[src/hw/rtl/egbe_pkg.sv]
// Shared constants and types for the exp-Golomb byte encoder.
package egbe_pkg;

   localparam int unsigned WORD_BITS = 32;
   localparam int unsigned USED_W    = 5;   // packed bit count, 0..31
   localparam int unsigned LEN_W     = 4;   // bit length of byte + 2^k, 1..9

   localparam logic [WORD_BITS-1:0] TERM_WORD = 32'd1;

   // result slots of one item, drained in this order
   localparam int unsigned SLOT_FULL = 0;
   localparam int unsigned SLOT_PART = 1;
   localparam int unsigned SLOT_TERM = 2;
   localparam int unsigned NUM_SLOTS = 3;

   typedef struct packed {
      logic [NUM_SLOTS-1:0] mask;
      logic [WORD_BITS-1:0] full_word;
      logic [WORD_BITS-1:0] part_word;
      logic [WORD_BITS-1:0] next_pack;
      logic [USED_W-1:0]    next_used;
   } enc_result_type;

endpackage

[src/hw/rtl/egbe_ifs.sv]
// Channel interfaces: byte input, code word output, order register write.
interface egbe_req_if;
   logic       valid;
   logic       ready;
   logic [7:0] data_byte;
   logic       is_last;
   modport source (output valid, output data_byte, output is_last, input ready);
   modport sink   (input valid, input data_byte, input is_last, output ready);
endinterface

interface egbe_rsp_if;
   logic        valid;
   logic        ready;
   logic [31:0] code_word;
   logic        is_end;
   modport source (output valid, output code_word, output is_end, input ready);
   modport sink   (input valid, input code_word, input is_end, output ready);
endinterface

interface egbe_csr_if;
   logic       valid;
   logic       ready;
   logic [2:0] code_order;
   modport source (output valid, output code_order, input ready);
   modport sink   (input valid, input code_order, output ready);
endinterface

[src/hw/rtl/egbe_encode.sv]
// Combinational code builder: one byte into the packing word.
module egbe_encode (
   input  logic [7:0]                     data_byte,
   input  logic                           is_last,
   input  logic [2:0]                     code_order,
   input  logic [egbe_pkg::WORD_BITS-1:0] pack_word,
   input  logic [egbe_pkg::USED_W-1:0]    used_bits,
   output egbe_pkg::enc_result_type       result
);

   logic [8:0]                        value;
   logic [egbe_pkg::LEN_W-1:0]        bit_len;
   logic [4:0]                        code_len;
   logic [5:0]                        total;
   logic [5:0]                        shamt;
   logic [2*egbe_pkg::WORD_BITS-1:0]  acc;
   logic                              word_full;
   logic [egbe_pkg::WORD_BITS-1:0]    pack_next;

   assign value = {1'b0, data_byte} + (9'd1 << code_order);

   always_comb begin
      bit_len = '0;
      for (int i = 0; i < 9; i++) begin
         if (value[i]) begin
            bit_len = egbe_pkg::LEN_W'(i + 1);
         end
      end
   end

   // (len - 1 - k) zeros then the len bits of the value
   assign code_len = {bit_len, 1'b0} - 5'd1 - {2'b00, code_order};
   assign total    = {1'b0, used_bits} + {1'b0, code_len};
   assign shamt    = 6'(7'd64 - {1'b0, total});
   assign acc      = {pack_word, 32'h0} | (64'(value) << shamt);
   assign word_full = total[5];
   assign pack_next = word_full ? acc[31:0] : acc[63:32];

   always_comb begin
      result = '0;
      result.full_word = acc[63:32];
      result.part_word = pack_next;
      result.mask[egbe_pkg::SLOT_FULL] = word_full;
      result.mask[egbe_pkg::SLOT_PART] = is_last && (total[4:0] != '0);
      result.mask[egbe_pkg::SLOT_TERM] = is_last;
      if (is_last) begin
         result.next_pack = '0;
         result.next_used = '0;
      end else begin
         result.next_pack = pack_next;
         result.next_used = total[4:0];
      end
   end

endmodule

[src/hw/rtl/egbe_outbuf.sv]
// Result register: holds one item's words and hands them out one per transfer.
module egbe_outbuf (
   input  logic                     clock,
   input  logic                     reset,
   input  logic                     load,
   input  egbe_pkg::enc_result_type result,
   output logic                     load_ok,
   egbe_rsp_if.source               rsp_port
);

   logic [egbe_pkg::NUM_SLOTS-1:0] mask_ff, mask_in, mask_drain;
   logic [egbe_pkg::WORD_BITS-1:0] full_ff, part_ff;
   logic                           xfer;

   assign rsp_port.valid = |mask_ff;
   assign xfer = rsp_port.valid && rsp_port.ready;

   always_comb begin
      if (mask_ff[egbe_pkg::SLOT_FULL]) begin
         rsp_port.code_word = full_ff;
      end else if (mask_ff[egbe_pkg::SLOT_PART]) begin
         rsp_port.code_word = part_ff;
      end else begin
         rsp_port.code_word = egbe_pkg::TERM_WORD;
      end
      rsp_port.is_end = mask_ff == (3'b001 << egbe_pkg::SLOT_TERM);
   end

   // clear lowest pending slot on transfer
   assign mask_drain = xfer ? (mask_ff & (mask_ff - 3'd1)) : mask_ff;
   assign load_ok    = mask_drain == '0;
   assign mask_in    = load ? result.mask : mask_drain;

   always_ff @(posedge clock) begin
      if (reset) begin
         mask_ff <= '0;
      end else begin
         mask_ff <= mask_in;
      end
   end

   always_ff @(posedge clock) begin
      if (load) begin
         full_ff <= result.full_word;
         part_ff <= result.part_word;
      end
   end

endmodule

[src/hw/rtl/exp_golomb_byte_encoder.sv]
// Top level: order-k exp-Golomb byte encoder packing codes into 32-bit words.
// Path: a byte is registered in the input stage, encoded combinationally and loaded into the result register.
// Throughput: one byte per cycle while the result port accepts words; a last byte fills
//   the result register with up to 3 words (filled word, partial word, terminator), one word a cycle.
// Reset: synchronous; clears the order to 0, the packing word and both stages.
module exp_golomb_byte_encoder (
   input  logic       clock,
   input  logic       reset,
   egbe_req_if.sink   req_port,
   egbe_rsp_if.source rsp_port,
   egbe_csr_if.sink   csr_port
);

   logic                           in_valid_ff;
   logic [7:0]                     byte_ff;
   logic                           last_ff;
   logic [2:0]                     code_order_ff;
   logic [egbe_pkg::WORD_BITS-1:0] pack_ff;
   logic [egbe_pkg::USED_W-1:0]    used_ff;
   logic                           load_ok, advance;
   egbe_pkg::enc_result_type       result;

   assign csr_port.ready = 1'b1;
   assign advance        = in_valid_ff && load_ok;
   assign req_port.ready = !in_valid_ff || advance;

   always_ff @(posedge clock) begin
      if (reset) begin
         code_order_ff <= '0;
      end else if (csr_port.valid) begin
         code_order_ff <= csr_port.code_order;
      end
   end

   always_ff @(posedge clock) begin
      if (reset) begin
         in_valid_ff <= 1'b0;
      end else if (req_port.ready) begin
         in_valid_ff <= req_port.valid;
      end
   end

   always_ff @(posedge clock) begin
      if (req_port.valid && req_port.ready) begin
         byte_ff <= req_port.data_byte;
         last_ff <= req_port.is_last;
      end
   end

   always_ff @(posedge clock) begin
      if (reset) begin
         pack_ff <= '0;
         used_ff <= '0;
      end else if (advance) begin
         pack_ff <= result.next_pack;
         used_ff <= result.next_used;
      end
   end

   egbe_encode u_encode (
      .data_byte  (byte_ff),
      .is_last    (last_ff),
      .code_order (code_order_ff),
      .pack_word  (pack_ff),
      .used_bits  (used_ff),
      .result     (result)
   );

   egbe_outbuf u_outbuf (
      .clock    (clock),
      .reset    (reset),
      .load     (advance),
      .result   (result),
      .load_ok  (load_ok),
      .rsp_port (rsp_port)
   );

endmodule

[src/flat_wrapper.sv]
// flat-port wrapper written by rule: the top's interface ports become plain ports
module exp_golomb_byte_encoder_flat 
  (clock, reset, req_port_valid, req_port_data_byte, req_port_is_last, req_port_ready, rsp_port_valid, rsp_port_code_word, rsp_port_is_end, rsp_port_ready, csr_port_valid, csr_port_code_order, csr_port_ready);
  egbe_req_if req_port_i ();
  egbe_rsp_if rsp_port_i ();
  egbe_csr_if csr_port_i ();
  input  logic clock;
  input  logic reset;
  input wire logic [$bits(req_port_i.valid)-1:0] req_port_valid;
  input wire logic [$bits(req_port_i.data_byte)-1:0] req_port_data_byte;
  input wire logic [$bits(req_port_i.is_last)-1:0] req_port_is_last;
  output wire logic [$bits(req_port_i.ready)-1:0] req_port_ready;
  output wire logic [$bits(rsp_port_i.valid)-1:0] rsp_port_valid;
  output wire logic [$bits(rsp_port_i.code_word)-1:0] rsp_port_code_word;
  output wire logic [$bits(rsp_port_i.is_end)-1:0] rsp_port_is_end;
  input wire logic [$bits(rsp_port_i.ready)-1:0] rsp_port_ready;
  input wire logic [$bits(csr_port_i.valid)-1:0] csr_port_valid;
  input wire logic [$bits(csr_port_i.code_order)-1:0] csr_port_code_order;
  output wire logic [$bits(csr_port_i.ready)-1:0] csr_port_ready;
  assign req_port_i.valid = req_port_valid;
  assign req_port_i.data_byte = req_port_data_byte;
  assign req_port_i.is_last = req_port_is_last;
  assign req_port_ready = req_port_i.ready;
  assign rsp_port_valid = rsp_port_i.valid;
  assign rsp_port_code_word = rsp_port_i.code_word;
  assign rsp_port_is_end = rsp_port_i.is_end;
  assign rsp_port_i.ready = rsp_port_ready;
  assign csr_port_i.valid = csr_port_valid;
  assign csr_port_i.code_order = csr_port_code_order;
  assign csr_port_ready = csr_port_i.ready;
  exp_golomb_byte_encoder u_core (.clock(clock), .reset(reset), .req_port(req_port_i), .rsp_port(rsp_port_i), .csr_port(csr_port_i));
endmodule
[config.mk]
export PLATFORM = sky130hd
export DESIGN_NAME = exp_golomb_byte_encoder_flat
export DESIGN_NICKNAME = d
export VERILOG_FILES = /design/src/hw/rtl/egbe_pkg.sv /design/src/hw/rtl/egbe_ifs.sv /design/src/hw/rtl/egbe_encode.sv /design/src/hw/rtl/egbe_outbuf.sv /design/src/hw/rtl/exp_golomb_byte_encoder.sv /design/src/flat_wrapper.sv
export SDC_FILE = /design/constraint.sdc
export NUM_CORES = 1
export LEC_CHECK = 0
export ABC_AREA = 1
export BUFFER_PORTS_ARGS = -buffer_cell sky130_fd_sc_hd__buf_2
export CORE_MARGIN = 4
export CORE_UTILIZATION = 50
export DETAILED_ROUTE_END_ITERATION = 10
export GPL_TIMING_DRIVEN = 1
export HOLD_SLACK_MARGIN = 0.1
export PLACE_DENSITY_LB_ADDON = 0.1
export SKIP_LAST_GASP = 1
export SYNTH_ARGS = -nofsm -noshare
export SYNTH_HDL_FRONTEND = slang
export SYNTH_SLANG_ARGS = --single-unit
[constraint.sdc]
create_clock -name clock -period 14.7 [get_ports clock]
set_clock_uncertainty 0.15 [all_clocks]
set_input_delay 0.735 -clock clock [delete_from_list [all_inputs] [get_ports clock]]
set_output_delay 0.735 -clock clock [all_outputs]
set_load 0.01 [all_outputs]
Yosys cells after proc, flatten, opt, wreduce, memory -nomap -nowiden
Cells that the tools add are included.

Flip-flop bits (word level): 117. Input port bits: 17.

$add $sub $neg: 6. Eq/ne operators: 1. Shifts and indexed selects: 2. Mux-type cells: 15. Bitwise gates (word level): 2. Reductions and logical operators: 9.

Operators by type and width (count): 32-bit two-way mux (3); 64-bit bitwise OR (1); 9-bit by 6-bit << shifter with 64-bit output (1); 37-bit two-way mux (1); 4-bit two-way mux (8); 8-bit by 9-bit adder with 9-bit output (1); 1-bit by 3-bit << shifter with 9-bit output, first input constant (1); 5-bit by 5-bit adder with 6-bit output (1); 3-bit two-way mux (2); 1-bit by 6-bit subtractor with 6-bit output, first input constant (1); 5-bit nonzero test (1); 5-bit by 1-bit subtractor with 5-bit output, second input constant (1); 5-bit by 3-bit subtractor with 5-bit output (1); 1-bit logical AND (4); 3-bit bitwise AND (1); 3-bit == test, second input constant (1); 3-bit logical NOT (1); 3-bit OR reduction (1); 3-bit by 1-bit subtractor with 3-bit output, second input constant (1); 1-bit logical NOT (1); 1-bit logical OR (1); 1-bit two-way mux (1).

Depth between registers and ports, before layout
Word-level depth: 19. Depth in mapped cells: 34. Depth with buffers taken out: 33.

Cells and area by module
Synthesis repeated with hierarchy kept, for this count alone.

Cell total of the unflattened synthesis: 931. Area total of the unflattened synthesis: 7136.8 µm².

Modules (own cells, without submodules): egbe_encode (times used 1, cells each 532, area each 2720.1 µm²); egbe_outbuf (times used 1, cells each 132, area each 2471.1 µm²); exp_golomb_byte_encoder (times used 1, cells each 267, area each 1945.6 µm²).

Least setup slack after synthesis
OpenSTA, ideal clock, no wires.

Path type: register to register. Start: register u_core.code_order_ff[2]. End: register u_core.pack_ff[5] (netlist name). Arrival time: 4.918 ns. Slack: 9.561 ns. Cell stages (with the launch flop): 28. Clock period less this slack: 5.139 ns. Cell sequence: dfxtp_1 > nor3_1 > ha_1 > fa_1 > nand2_1 > nand2_1 > nand2_1 > or2_1 > nand2_1 > o21ai_0 > a21oi_1 > or2_2 > ha_1 > fa_1 > xor2_1 > ha_1 > nand2_1 > o21ai_1 > xor2_1 > inv_1 > ha_1 > inv_1 > clkbuf_1 > buf_1 > nand4_1 > nand2_2 > nand2_1 > a21oi_1.

RTL lines: start, declared (RTL line exp_golomb_byte_encoder.sv:17) `logic [2:0] code_order_ff;`; start signal, assigned (RTL line exp_golomb_byte_encoder.sv:31) `code_order_ff <= csr_port.code_order;`; end signal, assigned (RTL line exp_golomb_byte_encoder.sv:55) `pack_ff <= result.next_pack;`; end, declared (RTL line exp_golomb_byte_encoder.sv:18) `logic [egbe_pkg::WORD_BITS-1:0] pack_ff;`.

==> metrics.txt <==
Pwr Density=196 nW/µm²; critical path capture point type=flop; Clock Root Buffer=clkbuf_16; first-pass GRT wire length=27,300 µm; Req. time, crit path=14,790 ps; DR vias/cell=5.53; worst stage delay on the critical path=890 ps; DP Cell Count=988; DRT Pass-1 Iters=6; Min-Delay Path Class=flop to flop; CP arrival=6840 ps; area grow syn2layout=13.3%; Max Root-Sink Buffers=2; P_int=between 0.8 and 0.9 mW; Worst R2R Path Depth=30; Die W=~120 µm; worst-margin pin slew=1140 ps; final worst path period share=45.9%; Final Max Tran Viols=0; Clock Power Share=27.6%; RR Startpoint=u_core.code_order_ff[0]; H-tree depth=4; diode count=0; final hold viol count=0; Synthesis Warnings=0; Peak VDD IR=0.0000841 V; outcome=finished clean; Setup TNS=0 ps; asr flop ratio synth=0%; synthesized area=6540 µm²; GRT Resource Usage Total=between 20% and 30%; switch share=40.0%; Psw=~0.58 mW; nets@finish=872; final setup fails=0; leading post-synthesis cells by cell area=edfxtp_1 33%, dfxtp_1 13%, nand2_1 13%; CP Max Fanout=34; Hold Startpoint=u_core.pack_ff[3]; Leakage=3.19 nW; Critical Path Start Type=flop; final HPWL from detailed placement=11,600 µm; area of the core=12,700 µm²; unrepaired setup endpoints after global routing=false; TritonCTS Buffers=17; commonest non-fill, non-tap cells in the layout=233 x nand2_1, 83 x nand3_1, 73 x edfxtp_1, 69 x inv_1, 51 x buf_2; Max Fclk=between 100 and 150 MHz; drt total wl=17,000 µm; #FFs+latches synth=approximately 120; Worst Setup SP=u_core.code_order_ff[0]; Main synth FF type=edfxtp_1; sequential power share=32.1%; # IOs=53; Seq/Total Area, Yosys=47.0%; Initial Utilization=about half; largest area contributor in the netlist=edfxtp_1; Syn Nets=842; CTS Sinks=117; DRC=0; Tmin final=about 6700 ps; Vias=5,639; vias in the first global route=between 5k and 6k; Post-Layout Cell Count=1,020; R2R setup slack=between 7000 and 8000 ps; gpl congestion=~0.9; EDFF count, synth=73; # fillers=about 1.2k; distinct cell type count after synthesis=41; largest net degree at the start of global routing=68; routed len/inst=16.6 µm; Worst Hold End=u_core.pack_ff[3]; share of post-route cells with drive strength above 1=13.8%; Critical Path Most Common Cell=nand2_1; GRT overflow=0; Clk Latency, worst-skew pair=410 ps; die area=15,000 µm²; crit path max-delay cell type=ha_1; Logic pwr share=40.3%; antenna violations before repair=0; post-cts sizing count=0; Synth top area share=roughly a third; kind of critical path=flop to flop; maxcap violations=0; die height=122 µm; Syn Inst Count=805; most common cell after layout, fill and taps aside=nand2_1; setup bufs post-CTS=0; reg-to-reg critical path endpoint=u_core.pack_ff[4]; post-synthesis average cell area=8.13 µm²; post-detailed-route count of antenna-violating nets=0; max_slew headroom=23.9%; TritonCTS clock tree=built; CTS Hold Bufs=0; Port Buf Inserts=51; clk slew on worst S/H paths=50 ps; Rows=41; initial drt markers=519; worst hold stages=2
-- metal layers --
layer  track usage (%)  up-vias  wire length (µm)
met3              4.42       25               881
met5                 0        -                 0
met4              7.91        0               266
met2              39.3      177              8190
li1                  -     2808                 -
met1              31.3     2629              7620
-- metrics by stage --
step	worst slack [ps]	utilization, %	hold slack [ps]	instance area (µm²)	total power, mW
6_report	7960	58.3	313	7420	1.46
4_1_cts	8000	58.3	315	7420	1.45
2_1_floorplan	9560	-	295	6540	0.906
3_5_place_dp	8080	53.8	307	6850	1.05
5_1_grt	7350	58.3	329	7420	1.55
3_3_place_gp	8310	53.8	302	6850	1.04
-- power by group through the flow --
stage	Clock [mW]	Sequential [mW]	Combinational [mW]
after CTS	0.406	0.468	0.580
after global placement	0	0.472	0.568
final	0.402	0.468	0.587
after global routing	0.422	0.473	0.654
after detailed placement	0	0.474	0.576
after floorplan	0	0.470	0.436
-- synth_stat cells, types with 6 or more instances --
| library cell | instances |
|---|---|
| ha_1 | 17 |
| nor2_1 | 25 |
| edfxtp_1 | 73 |
| o21ai_1 | 36 |
| nand4_1 | 17 |
| buf_2 | 10 |
| dfxtp_1 | 44 |
| nor3_1 | 8 |
| inv_1 | 69 |
| a22o_1 | 31 |
| a21oi_1 | 48 |
| inv_2 | 6 |
| nand3_1 | 83 |
| nand2_1 | 233 |
| nand2_2 | 16 |
| clkbuf_1 | 24 |
-- cells by family after synthesis --
kind of cell | count (synthesis) | synth area share [%]
AO/OA/AOI/OAI | 148 | 14.4
AND/OR/NAND/NOR | 394 | 26.2
XOR/XNOR | 6 | 0.803
buffers and inverters | 119 | 7.36
other | 1 | 0.0573
flip-flops | 117 | 47.0
adder cells (fa/ha/maj) | 20 | 4.17
-- worst max-delay path, delay by kind of cell, from the launching register on --
family,cells,cell delay (ps)
adder cells (fa/ha/maj),5,2140
XOR/XNOR,2,520
AND/OR/NAND/NOR,14,1840
flip-flops,1,410
AO/OA/AOI/OAI,5,480
buffers and inverters,4,1010
-- layout make-up --
class	count	area [µm²]	area share, %
repair buffers	54	278	3.74
flip-flops and latches	117	3070	41.4
multi-input cells	569	2990	40.4
inverters	76	285	3.85
well taps	172	215	2.90
clock buffers	23	468	6.31
clock inverters	9	104	1.40
-- state kept, by name (all words and copies together), names as in the netlist --
register,cells
u_core.u_outbuf.full_ff,32
u_core.in_valid_ff,1
u_core.u_outbuf.part_ff,32
u_core.code_order_ff,3
u_core.pack_ff,32
u_core.used_ff,5
u_core.u_outbuf.mask_ff,3
u_core.last_ff,1
u_core.byte_ff,8
-- worst max path at each step --
stage	cells after the start	end
final	30	u_core.pack_ff[4]
after global routing	29	u_core.pack_ff[4]
after detailed placement	30	u_core.pack_ff[4]
after global placement	30	u_core.pack_ff[4]
after floorplan	27	u_core.pack_ff[5]
after CTS	30	u_core.pack_ff[4]
(Power assumes the default switching activity.)
